## src/rtl/owm_pkg.sv

```systemverilog
// owm_pkg: shared types, codes and reset values for the one-wire bus master core
// used by owm_if, owm_csr and one_wire_bus_master_core; no dependencies

package owm_pkg;

   localparam int unsigned TIME_W  = 10;
   localparam int unsigned PULL_W  = 20;
   localparam int unsigned COUNT_W = 20;
   localparam int unsigned BYTE_W  = 8;
   localparam int unsigned BIT_W   = 3;
   localparam int unsigned MODE_W  = 3;
   localparam int unsigned CSR_IDX_W  = 3;
   localparam int unsigned CSR_DATA_W = 20;

   // command codes on the mode field
   localparam logic [MODE_W-1:0] MODE_TICK   = 3'd0;
   localparam logic [MODE_W-1:0] MODE_RESET  = 3'd1;
   localparam logic [MODE_W-1:0] MODE_WRITE  = 3'd2;
   localparam logic [MODE_W-1:0] MODE_READ   = 3'd3;
   localparam logic [MODE_W-1:0] MODE_PULLUP = 3'd4;

   typedef enum logic [CSR_IDX_W-1:0] {
      CSR_RESET_LOW     = 3'd0,
      CSR_PRES_SAMPLE   = 3'd1,
      CSR_PRES_RECOVERY = 3'd2,
      CSR_SLOT_START    = 3'd3,
      CSR_READ_SAMPLE   = 3'd4,
      CSR_READ_RECOVERY = 3'd5,
      CSR_WRITE_SLOT    = 3'd6,
      CSR_STRONG_PULLUP = 3'd7
   } csr_index_type;

   localparam logic [TIME_W-1:0] RST_RESET_LOW     = 10'd480;
   localparam logic [TIME_W-1:0] RST_PRES_SAMPLE   = 10'd60;
   localparam logic [TIME_W-1:0] RST_PRES_RECOVERY = 10'd420;
   localparam logic [TIME_W-1:0] RST_SLOT_START    = 10'd2;
   localparam logic [TIME_W-1:0] RST_READ_SAMPLE   = 10'd15;
   localparam logic [TIME_W-1:0] RST_READ_RECOVERY = 10'd50;
   localparam logic [TIME_W-1:0] RST_WRITE_SLOT    = 10'd120;
   localparam logic [PULL_W-1:0] RST_STRONG_PULLUP = 20'd750000;

   typedef struct packed {
      logic [TIME_W-1:0] reset_low_time;
      logic [TIME_W-1:0] presence_sample_time;
      logic [TIME_W-1:0] presence_recovery_time;
      logic [TIME_W-1:0] slot_start_time;
      logic [TIME_W-1:0] read_sample_delay;
      logic [TIME_W-1:0] read_recovery_time;
      logic [TIME_W-1:0] write_slot_time;
      logic [PULL_W-1:0] strong_pullup_time;
   } cfg_type;

   typedef enum logic [9:0] {
      PH_IDLE     = 10'b0000000001,
      PH_RST_LOW  = 10'b0000000010,
      PH_RST_WAIT = 10'b0000000100,
      PH_RST_REC  = 10'b0000001000,
      PH_WR_LOW   = 10'b0000010000,
      PH_WR_HOLD  = 10'b0000100000,
      PH_RD_LOW   = 10'b0001000000,
      PH_RD_WAIT  = 10'b0010000000,
      PH_RD_REC   = 10'b0100000000,
      PH_PULLUP   = 10'b1000000000
   } phase_type;

endpackage

```

## src/rtl/owm_if.sv

```systemverilog
// owm_if: request and response channel interfaces of the one-wire bus master core
// depends on owm_pkg for field widths

interface owm_req_if;
   logic                           valid;
   logic                           ready;
   logic [owm_pkg::MODE_W-1:0]     mode;
   logic [owm_pkg::BYTE_W-1:0]     data_byte;
   logic                           line_level;

   modport source (output valid, output mode, output data_byte, output line_level,
                   input ready);
   modport sink   (input valid, input mode, input data_byte, input line_level,
                   output ready);
endinterface

interface owm_rsp_if;
   logic                           valid;
   logic                           ready;
   logic                           drive_low;
   logic                           drive_high;
   logic                           busy_res;
   logic                           done_res;
   logic [owm_pkg::BYTE_W-1:0]     read_data;
   logic                           no_presence;
   logic                           rejected;

   modport source (output valid, output drive_low, output drive_high, output busy_res,
                   output done_res, output read_data, output no_presence,
                   output rejected, input ready);
   modport sink   (input valid, input drive_low, input drive_high, input busy_res,
                   input done_res, input read_data, input no_presence,
                   input rejected, output ready);
endinterface

```

## src/rtl/owm_csr.sv

```systemverilog
// owm_csr: timing register bank of the one-wire bus master core
// depends on owm_pkg for widths, register indexes and reset values

module owm_csr (
   input  logic                              clock,
   input  logic                              reset,
   input  logic                              csr_we,
   input  logic [owm_pkg::CSR_IDX_W-1:0]     csr_index,
   input  logic [owm_pkg::CSR_DATA_W-1:0]    csr_wdata,
   output owm_pkg::cfg_type                  cfg
);

   owm_pkg::cfg_type cfg_ff;
   logic [owm_pkg::TIME_W-1:0] wdata_short;

   assign wdata_short = csr_wdata[owm_pkg::TIME_W-1:0];
   assign cfg = cfg_ff;

   always_ff @(posedge clock) begin
      if (reset) begin
         cfg_ff.reset_low_time         <= owm_pkg::RST_RESET_LOW;
         cfg_ff.presence_sample_time   <= owm_pkg::RST_PRES_SAMPLE;
         cfg_ff.presence_recovery_time <= owm_pkg::RST_PRES_RECOVERY;
         cfg_ff.slot_start_time        <= owm_pkg::RST_SLOT_START;
         cfg_ff.read_sample_delay      <= owm_pkg::RST_READ_SAMPLE;
         cfg_ff.read_recovery_time     <= owm_pkg::RST_READ_RECOVERY;
         cfg_ff.write_slot_time        <= owm_pkg::RST_WRITE_SLOT;
         cfg_ff.strong_pullup_time     <= owm_pkg::RST_STRONG_PULLUP;
      end else if (csr_we) begin
         unique case (owm_pkg::csr_index_type'(csr_index))
            owm_pkg::CSR_RESET_LOW:     cfg_ff.reset_low_time         <= wdata_short;
            owm_pkg::CSR_PRES_SAMPLE:   cfg_ff.presence_sample_time   <= wdata_short;
            owm_pkg::CSR_PRES_RECOVERY: cfg_ff.presence_recovery_time <= wdata_short;
            owm_pkg::CSR_SLOT_START:    cfg_ff.slot_start_time        <= wdata_short;
            owm_pkg::CSR_READ_SAMPLE:   cfg_ff.read_sample_delay      <= wdata_short;
            owm_pkg::CSR_READ_RECOVERY: cfg_ff.read_recovery_time     <= wdata_short;
            owm_pkg::CSR_WRITE_SLOT:    cfg_ff.write_slot_time        <= wdata_short;
            owm_pkg::CSR_STRONG_PULLUP: cfg_ff.strong_pullup_time     <= csr_wdata;
            default: ;
         endcase
      end
   end

endmodule

```

## src/rtl/one_wire_bus_master_core.sv

```systemverilog
// one_wire_bus_master_core: top level of the one-wire bus master, one tick per transaction
// depends on owm_pkg, owm_if (owm_req_if, owm_rsp_if) and owm_csr
//
//   channel   direction   handshake        carries
//   req_ch    in          valid/ready      mode, data_byte, line_level
//   rsp_ch    out         valid/ready      drive_low, drive_high, busy_res, done_res,
//                                          read_data, no_presence, rejected
//   csr_*     in          csr_we           csr_index, csr_wdata (no read-back)
//
// each request transaction is one bus tick; its response is registered and
// appears the cycle after acceptance, one transaction per cycle sustained while rsp_ch.ready is high
// the phase/counter update and the output register are fed by the same combinational logic
// req_ch.ready stays high while the response register is empty or being drained
// reset is synchronous: phase idle, counters, read data, presence and response valid cleared, timing registers preset

module one_wire_bus_master_core (
   input  logic                              clock,
   input  logic                              reset,
   owm_req_if.sink                           req_ch,
   owm_rsp_if.source                         rsp_ch,
   input  logic                              csr_we,
   input  logic [owm_pkg::CSR_IDX_W-1:0]     csr_index,
   input  logic [owm_pkg::CSR_DATA_W-1:0]    csr_wdata
);

   owm_pkg::cfg_type cfg;

   owm_csr u_csr (
      .clock     (clock),
      .reset     (reset),
      .csr_we    (csr_we),
      .csr_index (csr_index),
      .csr_wdata (csr_wdata),
      .cfg       (cfg)
   );

   owm_pkg::phase_type                 phase_ff, phase_in, phase_cur;
   logic [owm_pkg::COUNT_W-1:0]        tick_count_ff, tick_count_in, tick_cur, tick_inc;
   logic [owm_pkg::BIT_W-1:0]          bit_index_ff, bit_index_in, bit_cur;
   logic [owm_pkg::BYTE_W-1:0]         shift_byte_ff, shift_byte_in, shift_cur;
   logic [owm_pkg::BYTE_W-1:0]         last_read_ff, last_read_in;
   logic                               presence_ff, presence_in;

   logic                               rsp_valid_ff;
   logic                               drive_low_ff, drive_high_ff, busy_ff, done_ff;
   logic                               rejected_ff;
   logic                               dl, dh, done, rej, hit, wr_bit;
   logic [owm_pkg::COUNT_W-1:0]        dur, eff;
   logic                               req_fire;

   assign req_ch.ready = !rsp_valid_ff || rsp_ch.ready;
   assign req_fire     = req_ch.valid && req_ch.ready;

   // command start, then one tick of the resulting phase
   always_comb begin
      phase_cur = phase_ff;
      tick_cur  = tick_count_ff;
      bit_cur   = bit_index_ff;
      shift_cur = shift_byte_ff;
      rej       = 1'b0;
      case (req_ch.mode) inside
         owm_pkg::MODE_RESET, owm_pkg::MODE_WRITE, owm_pkg::MODE_READ,
         owm_pkg::MODE_PULLUP: begin
            if (phase_ff != owm_pkg::PH_IDLE) begin
               rej = 1'b1;
            end else begin
               tick_cur = '0;
               bit_cur  = '0;
               case (req_ch.mode)
                  owm_pkg::MODE_RESET: phase_cur = owm_pkg::PH_RST_LOW;
                  owm_pkg::MODE_WRITE: begin
                     shift_cur = req_ch.data_byte;
                     phase_cur = owm_pkg::PH_WR_LOW;
                  end
                  owm_pkg::MODE_READ: begin
                     shift_cur = '0;
                     phase_cur = owm_pkg::PH_RD_LOW;
                  end
                  default: phase_cur = owm_pkg::PH_PULLUP;
               endcase
            end
         end
         default: ;
      endcase

      unique case (phase_cur)
         owm_pkg::PH_RST_LOW:  dur = owm_pkg::COUNT_W'(cfg.reset_low_time);
         owm_pkg::PH_RST_WAIT: dur = owm_pkg::COUNT_W'(cfg.presence_sample_time);
         owm_pkg::PH_RST_REC:  dur = owm_pkg::COUNT_W'(cfg.presence_recovery_time);
         owm_pkg::PH_WR_LOW,
         owm_pkg::PH_RD_LOW:   dur = owm_pkg::COUNT_W'(cfg.slot_start_time);
         owm_pkg::PH_WR_HOLD:  dur = owm_pkg::COUNT_W'(cfg.write_slot_time);
         owm_pkg::PH_RD_WAIT:  dur = owm_pkg::COUNT_W'(cfg.read_sample_delay);
         owm_pkg::PH_RD_REC:   dur = owm_pkg::COUNT_W'(cfg.read_recovery_time);
         owm_pkg::PH_PULLUP:   dur = cfg.strong_pullup_time;
         default:              dur = '0;
      endcase
      // a zero duration counts as one tick
      eff      = (dur == '0) ? owm_pkg::COUNT_W'(1) : dur;
      tick_inc = tick_cur + owm_pkg::COUNT_W'(1);
      hit      = (tick_inc >= eff);
      wr_bit   = shift_cur[bit_cur];

      phase_in      = phase_cur;
      tick_count_in = hit ? '0 : tick_inc;
      bit_index_in  = bit_cur;
      shift_byte_in = shift_cur;
      last_read_in  = last_read_ff;
      presence_in   = presence_ff;
      dl            = 1'b0;
      dh            = 1'b0;
      done          = 1'b0;

      unique case (phase_cur)
         owm_pkg::PH_RST_LOW: begin
            dl = 1'b1;
            if (hit) phase_in = owm_pkg::PH_RST_WAIT;
         end
         owm_pkg::PH_RST_WAIT: begin
            if (hit) begin
               if (req_ch.line_level) begin
                  presence_in = 1'b1;
                  done        = 1'b1;
               end else begin
                  presence_in = 1'b0;
                  if (cfg.presence_recovery_time == '0) done = 1'b1;
                  else phase_in = owm_pkg::PH_RST_REC;
               end
            end
         end
         owm_pkg::PH_RST_REC: begin
            if (hit) done = 1'b1;
         end
         owm_pkg::PH_WR_LOW: begin
            dl = 1'b1;
            if (hit) phase_in = owm_pkg::PH_WR_HOLD;
         end
         owm_pkg::PH_WR_HOLD: begin
            dh = wr_bit;
            dl = !wr_bit;
            if (hit) begin
               if (bit_cur == '1) begin
                  done = 1'b1;
               end else begin
                  bit_index_in = bit_cur + owm_pkg::BIT_W'(1);
                  phase_in     = owm_pkg::PH_WR_LOW;
               end
            end
         end
         owm_pkg::PH_RD_LOW: begin
            dl = 1'b1;
            if (hit) phase_in = owm_pkg::PH_RD_WAIT;
         end
         owm_pkg::PH_RD_WAIT: begin
            if (hit) begin
               shift_byte_in[bit_cur] = shift_cur[bit_cur] | req_ch.line_level;
               if (cfg.read_recovery_time != '0) begin
                  phase_in = owm_pkg::PH_RD_REC;
               end else if (bit_cur == '1) begin
                  last_read_in = shift_byte_in;
                  done         = 1'b1;
               end else begin
                  bit_index_in = bit_cur + owm_pkg::BIT_W'(1);
                  phase_in     = owm_pkg::PH_RD_LOW;
               end
            end
         end
         owm_pkg::PH_RD_REC: begin
            if (hit) begin
               if (bit_cur == '1) begin
                  last_read_in = shift_cur;
                  done         = 1'b1;
               end else begin
                  bit_index_in = bit_cur + owm_pkg::BIT_W'(1);
                  phase_in     = owm_pkg::PH_RD_LOW;
               end
            end
         end
         owm_pkg::PH_PULLUP: begin
            dh = 1'b1;
            if (hit) done = 1'b1;
         end
         default: begin
            // idle: counter holds
            phase_in      = owm_pkg::PH_IDLE;
            tick_count_in = tick_cur;
         end
      endcase

      if (done) begin
         phase_in      = owm_pkg::PH_IDLE;
         tick_count_in = '0;
         bit_index_in  = '0;
      end
   end

   always_ff @(posedge clock) begin
      if (reset) begin
         phase_ff      <= owm_pkg::PH_IDLE;
         tick_count_ff <= '0;
         bit_index_ff  <= '0;
         shift_byte_ff <= '0;
         last_read_ff  <= '0;
         presence_ff   <= 1'b0;
         rsp_valid_ff  <= 1'b0;
      end else begin
         if (req_fire) begin
            phase_ff      <= phase_in;
            tick_count_ff <= tick_count_in;
            bit_index_ff  <= bit_index_in;
            shift_byte_ff <= shift_byte_in;
            last_read_ff  <= last_read_in;
            presence_ff   <= presence_in;
            rsp_valid_ff  <= 1'b1;
         end else if (rsp_ch.ready) begin
            rsp_valid_ff  <= 1'b0;
         end
      end
   end

   always_ff @(posedge clock) begin
      if (req_fire) begin
         drive_low_ff  <= dl;
         drive_high_ff <= dh;
         busy_ff       <= (phase_in != owm_pkg::PH_IDLE);
         done_ff       <= done;
         rejected_ff   <= rej;
      end
   end

   assign rsp_ch.valid       = rsp_valid_ff;
   assign rsp_ch.drive_low   = drive_low_ff;
   assign rsp_ch.drive_high  = drive_high_ff;
   assign rsp_ch.busy_res    = busy_ff;
   assign rsp_ch.done_res    = done_ff;
   assign rsp_ch.read_data   = last_read_ff;
   assign rsp_ch.no_presence = presence_ff;
   assign rsp_ch.rejected    = rejected_ff;

   a_drive_exclusive: assert property (@(posedge clock) disable iff (reset)
      rsp_valid_ff |-> !(drive_low_ff && drive_high_ff))
      else $error("bus driven low and high in the same tick");

   a_done_not_busy: assert property (@(posedge clock) disable iff (reset)
      (rsp_valid_ff && done_ff) |-> !busy_ff)
      else $error("finished command still reported busy");

   a_reject_in_command: assert property (@(posedge clock) disable iff (reset)
      (rsp_valid_ff && rejected_ff) |-> (busy_ff || done_ff))
      else $error("command rejected while no command was running");

   a_idle_clean: assert property (@(posedge clock) disable iff (reset)
      (phase_ff == owm_pkg::PH_IDLE) |-> (bit_index_ff == '0 && tick_count_ff == '0))
      else $error("idle phase with stale slot counters");

endmodule
```

## src/flat_wrapper.sv

```systemverilog
// flat-port wrapper written by rule: the top's interface ports become plain ports
module one_wire_bus_master_core_flat 
  (clock, reset, csr_we, csr_index, csr_wdata, req_ch_valid, req_ch_mode, req_ch_data_byte, req_ch_line_level, req_ch_ready, rsp_ch_valid, rsp_ch_drive_low, rsp_ch_drive_high, rsp_ch_busy_res, rsp_ch_done_res, rsp_ch_read_data, rsp_ch_no_presence, rsp_ch_rejected, rsp_ch_ready);
  owm_req_if req_ch_i ();
  owm_rsp_if rsp_ch_i ();
  input  logic clock;
  input  logic reset;
  input  logic csr_we;
  input  logic [owm_pkg::CSR_IDX_W-1:0] csr_index;
  input  logic [owm_pkg::CSR_DATA_W-1:0] csr_wdata;
  input wire logic [$bits(req_ch_i.valid)-1:0] req_ch_valid;
  input wire logic [$bits(req_ch_i.mode)-1:0] req_ch_mode;
  input wire logic [$bits(req_ch_i.data_byte)-1:0] req_ch_data_byte;
  input wire logic [$bits(req_ch_i.line_level)-1:0] req_ch_line_level;
  output wire logic [$bits(req_ch_i.ready)-1:0] req_ch_ready;
  output wire logic [$bits(rsp_ch_i.valid)-1:0] rsp_ch_valid;
  output wire logic [$bits(rsp_ch_i.drive_low)-1:0] rsp_ch_drive_low;
  output wire logic [$bits(rsp_ch_i.drive_high)-1:0] rsp_ch_drive_high;
  output wire logic [$bits(rsp_ch_i.busy_res)-1:0] rsp_ch_busy_res;
  output wire logic [$bits(rsp_ch_i.done_res)-1:0] rsp_ch_done_res;
  output wire logic [$bits(rsp_ch_i.read_data)-1:0] rsp_ch_read_data;
  output wire logic [$bits(rsp_ch_i.no_presence)-1:0] rsp_ch_no_presence;
  output wire logic [$bits(rsp_ch_i.rejected)-1:0] rsp_ch_rejected;
  input wire logic [$bits(rsp_ch_i.ready)-1:0] rsp_ch_ready;
  assign req_ch_i.valid = req_ch_valid;
  assign req_ch_i.mode = req_ch_mode;
  assign req_ch_i.data_byte = req_ch_data_byte;
  assign req_ch_i.line_level = req_ch_line_level;
  assign req_ch_ready = req_ch_i.ready;
  assign rsp_ch_valid = rsp_ch_i.valid;
  assign rsp_ch_drive_low = rsp_ch_i.drive_low;
  assign rsp_ch_drive_high = rsp_ch_i.drive_high;
  assign rsp_ch_busy_res = rsp_ch_i.busy_res;
  assign rsp_ch_done_res = rsp_ch_i.done_res;
  assign rsp_ch_read_data = rsp_ch_i.read_data;
  assign rsp_ch_no_presence = rsp_ch_i.no_presence;
  assign rsp_ch_rejected = rsp_ch_i.rejected;
  assign rsp_ch_i.ready = rsp_ch_ready;
  one_wire_bus_master_core u_core (.clock(clock), .reset(reset), .req_ch(req_ch_i), .rsp_ch(rsp_ch_i), .csr_we(csr_we), .csr_index(csr_index), .csr_wdata(csr_wdata));
endmodule
```

## config.mk

```make
export PLATFORM = sky130hd
export DESIGN_NAME = one_wire_bus_master_core_flat
export DESIGN_NICKNAME = d
export VERILOG_FILES = /design/src/rtl/owm_pkg.sv /design/src/rtl/owm_if.sv /design/src/rtl/owm_csr.sv /design/src/rtl/one_wire_bus_master_core.sv /design/src/flat_wrapper.sv
export SDC_FILE = /design/constraint.sdc
export NUM_CORES = 1
export LEC_CHECK = 0
export BUFFER_PORTS_ARGS = -buffer_cell sky130_fd_sc_hd__buf_2
export CORE_ASPECT_RATIO = 0.75
export CORE_MARGIN = 1
export CORE_UTILIZATION = 30
export CTS_BUF_LIST = sky130_fd_sc_hd__clkbuf_16
export CTS_CLUSTER_DIAMETER = 30
export CTS_CLUSTER_SIZE = 16
export DETAILED_ROUTE_END_ITERATION = 8
export PLACE_DENSITY = 0.44
export SETUP_SLACK_MARGIN = 0.1
export SLEW_MARGIN = 20
export SYNTH_ARGS = -nofsm -noshare
export SYNTH_HDL_FRONTEND = slang
export SYNTH_SLANG_ARGS = --single-unit
```

## constraint.sdc

```tcl
create_clock -name clock -period 5.2 [get_ports clock]
set_input_delay 0.52 -clock clock [delete_from_list [all_inputs] [get_ports clock]]
set_output_delay 0.52 -clock clock [all_outputs]
set_load 0.03 [all_outputs]
```

==> results of run 1 <==
critical path, stage by stage (launching register included):
cell      delay, ns
dfxtp_1        0.34
nor4_4         0.41
buf_4          0.20
nand4_1        0.19
nand2_1        0.31
nor2_1         0.18
a222oi_1       0.52
and3_1         0.26
nand4_1        0.09
o31ai_1        0.26
ha_1           0.28
nor2b_1        0.11
o21ai_0        0.08
a41oi_1        0.27
o31ai_2        0.11
buf_4          0.16
o21ai_0        0.16
buf_4          0.16
mux2_2         0.33
a311oi_2       0.29
cell usage after synthesis (9+ instances only):
cell | n | area [sq um]
a21o_1 | 12 | 90.1
a21oi_1 | 92 | 460
a222oi_1 | 15 | 150
a22o_1 | 15 | 131
a22oi_1 | 9 | 67.6
and3_1 | 14 | 87.6
and4_1 | 14 | 123
clkbuf_1 | 49 | 184
clkbuf_2 | 12 | 60.1
dfxtp_1 | 141 | 2820
ha_1 | 22 | 275
inv_1 | 18 | 67.6
mux2i_1 | 15 | 150
nand2_1 | 251 | 942
nand2b_1 | 9 | 56.3
nand3_1 | 37 | 185
nand3b_1 | 33 | 248
nand4_1 | 13 | 81.3
nor2_1 | 71 | 267
nor2b_1 | 11 | 68.8
nor3_1 | 13 | 65.1
nor4_1 | 11 | 68.8
o21ai_0 | 37 | 185
o31ai_1 | 9 | 67.6
or3_1 | 12 | 75.1
xnor2_1 | 9 | 78.8
xor2_1 | 9 | 78.8
state kept, by name, indices dropped and copies added (netlist names), 3 cells and up:
| register | count |
|---|---|
| u_core.bit_index_ff | 3 |
| u_core.phase_ff | 10 |
| u_core.rsp_ch.read_data | 8 |
| u_core.shift_byte_ff | 8 |
| u_core.tick_count_ff | 20 |
| u_core.u_csr.cfg | 90 |
power by group:
| part | internal [mW] | switching, mW |
|---|---|---|
| sequential | 1.15 | 0.0190 |
| clock | 0.645 | 0.510 |
| combinational | 0.166 | 0.275 |
| total | 1.96 | 0.804 |
logic make-up (layout without fill, tap and decap cells):
group,Yosys count,count (layout),synth area share [%]
adder cells (fa/ha/maj),22,22,3.36
multiplexers,17,17,2.11
XOR/XNOR,18,18,1.93
AND/OR/NAND/NOR,518,518,31.1
AO/OA/AOI/OAI,253,253,20.8
flip-flops,146,146,36.3
buffers and inverters,88,192,4.37
placed cells by master, fill, tap and decap left out, drive strengths merged, types with 15 or more instances in the layout:
master,count
nand3b,33
a21oi,93
clkbuf,17
a222oi,15
a22o,15
inv,24
buf,142
o21ai,41
nor2,72
nand2,251
mux2i,15
nand3,38
dfxtp,141
ha,22
through the flow:
step | hold WS [ns] | cells | area (sq um) | TNS, ns
3_5_place_dp | 0.449 | 1475 | 9340 | -0.555
6_report | 0.299 | 1510 | 9950 | 0
4_1_cts | 0.277 | 1507 | 9880 | 0
5_1_grt | 0.305 | 1510 | 9950 | 0
3_3_place_gp | 0.442 | 1475 | 9330 | -0.0807
2_1_floorplan | 0.436 | 1062 | 8250 | 0
metal layers:
metal  vias to the layer above  global-route usage, %  wire length [um]
met5                         -                      0                 0
met4                         0                   4.65               355
met3                        28                   5.78              2460
met2                       295                   28.9             11800
met1                      3951                   36.5             16400
li1                       4010                      -                 -
final cells by class:
cell class,count,area [sq um]
clock inverters,15,104
clock buffers,17,425
flip-flops and latches,146,2980
well taps,344,430
repair buffers,142,982
fillers,2799,16400
multi-input cells,828,4960
inverters,18,67.6
worst paths after layout:
check,start,to,slack [ns],cells after the start
setup reg to reg,u_core.phase_ff[3],u_core.phase_ff[4],0.38,19
setup / recovery,u_core.phase_ff[3],u_core.phase_ff[4],0.38,19
hold / removal,csr_wdata[12],u_core.u_csr.cfg[12],0.30,3
hold reg to reg,u_core.u_csr.cfg[46],u_core.u_csr.cfg[46],0.46,2
what timing repair did:
action | 4_1_cts | 5_1_grt
pin swaps | 0 | 4
hold buffers | 0 | 0
setup endpoints to repair | 1 | 38
cloned | 0 | 1
gates resized for setup | 2 | 19
buffers inserted | 0 | 2
==> out/metrics.cfg, run 1 <==
[pwr]
power.density_nw_per_um2 = 278
ir_drop_uv = 228
power.leakage_nw = 3.99
finalPower_mw = 2.77

[worst_setup_path]
crit_required_ns = 5.53
crit_fanout = 6
critPathCaptureType = flip-flop
setup.worst_path.start_class = flip-flop
timing.setup.critical_path_class = reg2reg
cp.arrival_ns = 5.15

[layout]
num_antenna_cells = 0
nNetsFinal = 1215
drive_above_1_share_pct = 18.3
area_growth_pct = 21.6
final_util_pct = 37.7

[timing]
final_hold_viol_count = 0
fin_crit_sh_pct = 92.8
timing.final.ws_setup_ns = 0.377
skew_ns = 0.0171
setup_viol = 0
drv_slew = 0
rsz0062_at_grt = true
worst_pin_slew_ns = 1.04
timing.fmax_ghz = 0.207
finalCriticalPeriod_ns = 4.82
max_slew_margin_pct = 30.3

[grt]
grtUsageTotal_pct = 22.6
grt_pass1_vias = 7574
grt.overflow.total = 0
grt_pass1_wl_um = 47400
grt_max_degree = 84
antenna_found_initial = 0

[synthesis]
synth-edff-count = 5
synthArstFlopShare_pct = 0
ys_warn_count = 0
ys_ff_latch = 146
synthesis.nets = 1124
syn_avg_cell_area_sq_um = 7.70
synth_cell_types = 72
postSynthCellCount = 1062
syn_area_sq_um = 8180
yosysSeqAreaShare_pct = 36.3
synth_flop_cell = dfxtp_1

[placement]
place_congestion = 0.856
port_buffers = 55
preCtsSetupSlack_ns = -0.0807
dp_hpwl_um = 23300

[die]
die_area_sq_um = 27900
fp.coreArea_sq_um = 26400
die_width_um = 193
die_h_um = 145
io_pins = 56
rows = 51
start_util_pct = 31.0

[route]
wl_per_cell_um = 20.5
viasPerCell = 5.49
ant_nets = 0
first_pass_iters = 9
drc = 6
dr.first_iter.drc_count = 734
routed_wirelength_um = 31000
vias = 8284

[clock_network]
clk_pin_slew_ns = 0.06
cts_root_buf = clkbuf_16
cts_sinks = 146
cts_tree = yes
clk_latency_ns = 0.44
numCtsBuffers = 17
cts_max_level = 4
cts_buffer_depth = 2

[job]
drv_cap = 0

[outcome]
status = finished, violations left
violations = DRC

[min_path]
worstHoldPathType = in2reg

No activity file was read; power rests on OpenSTA's default activity.
==> run 2: changes to the inputs <==
Settings changed: CORE_UTILIZATION 30 to 38, PLACE_DENSITY 0.44 to 0.53.
==> run 2 against run 1 <==
Against the previous run: register-to-register slack improved by 0.06 ns; cell area up 0.13%; clock power increased by 11%; largest cell class unchanged; the flow now finishes without violations; non-clock buffer count rose by 2; largest power group is now clock.
==> out/metrics.cfg, run 2 (synthesis results as in run 1) <==
[pwr]
p_sw_share_pct = 30.4  ; was 29.1%
p_comb_share_pct = 14.8  ; was 15.9%
ir_drop_uv = 186  ; was 228 uV
clkPwrFrac_pct = 44.7  ; was 41.8%
finalPower_mw = 2.88  ; was 2.77 mW
power.leakage_nw = 4.02  ; was 3.99 nW
power_switching_mw = 0.876  ; was 0.804 mW
power.internal_mw = 2.01  ; was 1.96 mW
power.density_nw_per_um2 = 289  ; was 278 nW/um^2
seq_power_share_pct = 40.5  ; was 42.3%

[die]
die_area_sq_um = 22100  ; was 27900 sq um
rows = 46  ; was 51
start_util_pct = 38.7  ; was 31.0%
die_h_um = 129  ; was 145 um
fp.coreArea_sq_um = 21100  ; was 26400 sq um
die_width_um = 171  ; was 193 um
io_pins = 56  ; unchanged

[grt]
antenna_found_initial = 0  ; unchanged
grt_pass1_wl_um = 44100  ; was 47400 um
grt_max_degree = 101  ; was 84
grtUsageTotal_pct = 26.6  ; was 22.6%
grt.overflow.total = 0  ; unchanged
grt_pass1_vias = 7372  ; was 7574

[placement]
dp_hpwl_um = 21300  ; was 23300 um
port_buffers = 55  ; unchanged
place_inst = 1424  ; was 1475
preCtsSetupSlack_ns = 0.0172  ; was -0.0807 ns
place_congestion = 0.889  ; was 0.856

[worst_setup_path]
cp-startpoint = u_core.phase_ff[5]  ; was u_core.phase_ff[3]
crit_required_ns = 5.56  ; was 5.53 ns
setup.worst_path.start_class = flip-flop  ; unchanged
crit_top_cell = o21ai_0  ; was buf_4
path_cells = or4_1 > a311o_1 > nor3_1 > and3_2 > buf_4 > a22oi_1 > and3_1 > nand4_1 > o31ai_1 > ha_1 > nor2b_1 > o21ai_0 > a41oi_2 > o31ai_4 > or2_4 > nand3_1 > or4b_2 > o21ai_0  ; was nor4_4 > buf_4 > nand4_1 > nand2_1 > nor2_1 > a222oi_1 > and3_1 > nand4_1 > o31ai_1 > ha_1 > nor2b_1 > o21ai_0 > a41oi_1 > o31ai_2 > buf_4 > o21ai_0 > buf_4 > mux2_2 > a311oi_2
r2r_start = u_core.phase_ff[5]  ; was u_core.phase_ff[3]
crit_path_max_incr_delay_ns = 0.63  ; was 0.52 ns
crit_fanout = 8  ; was 6
crit_slowest_cell = or4b_2  ; was a222oi_1
critPathCaptureType = flip-flop  ; unchanged
cp.arrival_ns = 5.13  ; was 5.15 ns
timing.setup.critical_path_class = reg2reg  ; unchanged

[route]
dr.first_iter.drc_count = 804  ; was 734
first_pass_iters = 7  ; was 9
vias = 8221  ; was 8284
wl_per_cell_um = 19.6  ; was 20.5 um
routed_wirelength_um = 28600  ; was 31000 um
viasPerCell = 5.65  ; was 5.49
drc = 0  ; was 6
ant_nets = 0  ; unchanged

[clock_network]
cts-resized-gates = 0  ; was 2
cts_max_level = 4  ; unchanged
numCtsBuffers = 17  ; unchanged
clk_latency_ns = 0.43  ; was 0.44 ns
cts_buffer_depth = 2  ; unchanged
cts_root_buf = clkbuf_16  ; unchanged
clk_pin_slew_ns = 0.07  ; was 0.06 ns
cts_sinks = 146  ; unchanged
postCtsSetupBuffers = 0  ; unchanged
cts_hold_buf = 0  ; unchanged
cts_tree = yes  ; unchanged

[layout]
drive_above_1_share_pct = 18.8  ; was 18.3%
area_growth_pct = 21.7  ; was 21.6%
fillers = 2110  ; was 2799
num_antenna_cells = 0  ; unchanged
nNetsFinal = 1217  ; was 1215
fin_cells = 1456  ; was 1510
largest_reg_flops = 90  ; unchanged
layout_commonest_cell = nand2_1  ; unchanged
final_cell_mix = nand2_1 (248), dfxtp_1 (138), a21oi_1 (90)  ; was nand2_1 (249), dfxtp_1 (138), a21oi_1 (90)

[timing]
drv_slew = 0  ; unchanged
tns_ns = 0  ; unchanged
timing.fmax_ghz = 0.210  ; was 0.207 GHz
holdWs_ns = 0.291  ; was 0.299 ns
skew_ns = 0.0111  ; was 0.0171 ns
max_slew_margin_pct = 30.4  ; was 30.3%
final_hold_viol_count = 0  ; unchanged
setup_viol = 0  ; unchanged
finalCriticalPeriod_ns = 4.76  ; was 4.82 ns
worst_pin_slew_ns = 1.04  ; about the same
timing.final.ws_setup_ns = 0.437  ; was 0.377 ns
fin_crit_sh_pct = 91.6  ; was 92.8%
rsz0062_at_grt = false  ; was true

[min_path]
min-delay-start = csr_wdata[14]  ; was csr_wdata[12]
worstHoldPathType = in2reg  ; unchanged

[outcome]
status = finished, final reports clean  ; was finished, violations left

[job]
drv_cap = 0  ; unchanged

## run 2: changes by cell type in the layout (fill, tap and decap cells not counted), moves of 2 or more
cell	delta
a21boi_0	+2
a21boi_1	-2
buf_4	+5
clkinv_2	-5
clkinv_8	+4
inv_1	-4
inv_4	-2
inv_6	+4
inv_8	+4
nor2_1	+2
nor2_2	-2
nor3_4	-2
## run 2: through the flow
step                utilization [%]  area [sq um]
global route                   47.2          9960
global placement               44.0          9290
finish                         47.2          9960
detailed placement             44.0          9290
floorplan                         -          8250
CTS                            46.9          9900
## run 2: path summary, 6_finish.rpt
check / to / slack, ns / cells after the start
worst min-delay path: u_core.u_csr.cfg[14] / 0.29 / 3
worst max register to register: u_core.bit_index_ff[1] / 0.44 / 18
worst max-delay path: u_core.bit_index_ff[1] / 0.44 / 18
worst min register to register: u_core.u_csr.cfg[45] / 0.46 / 2
## run 2: power groups by stage
stage                     clock, mW  sequential, mW  combinational (mW)
final                          1.29            1.17               0.426
after global routing           1.35            1.17               0.460
after floorplan                   0            1.19               0.234
after detailed placement          0            1.19               0.407
after global placement            0            1.19               0.406
after CTS                      1.30            1.17               0.409
## run 2: layout make-up
type,instances,area [sq um],area share [%]
repair buffers,144,983,9.87
multi-input cells,828,4960,49.8
inverters,18,67.6,0.678
well taps,288,360,3.62
flip-flops and latches,146,2980,29.9
clock buffers,17,425,4.27
clock inverters,15,191,1.92
## run 2: routing by layer
layer | track usage [%] | wire length, um | vias to the layer above
li1 | - | - | 4020
met1 | 42.8 | 14900 | 3849
met2 | 34.6 | 11000 | 333
met3 | 5.74 | 2430 | 19
met4 | 6.04 | 269 | 0
met5 | 0 | 0 | -
## run 2: critical path: cells and delay by family, from the launching register on
family,cells,cell delay [ns]
and+or+nand+nor,9,2.52
buffers and inverters,1,0.18
adders and majority gates,1,0.27
AOI/OAI and AO/OA,7,1.34
DFF,1,0.38
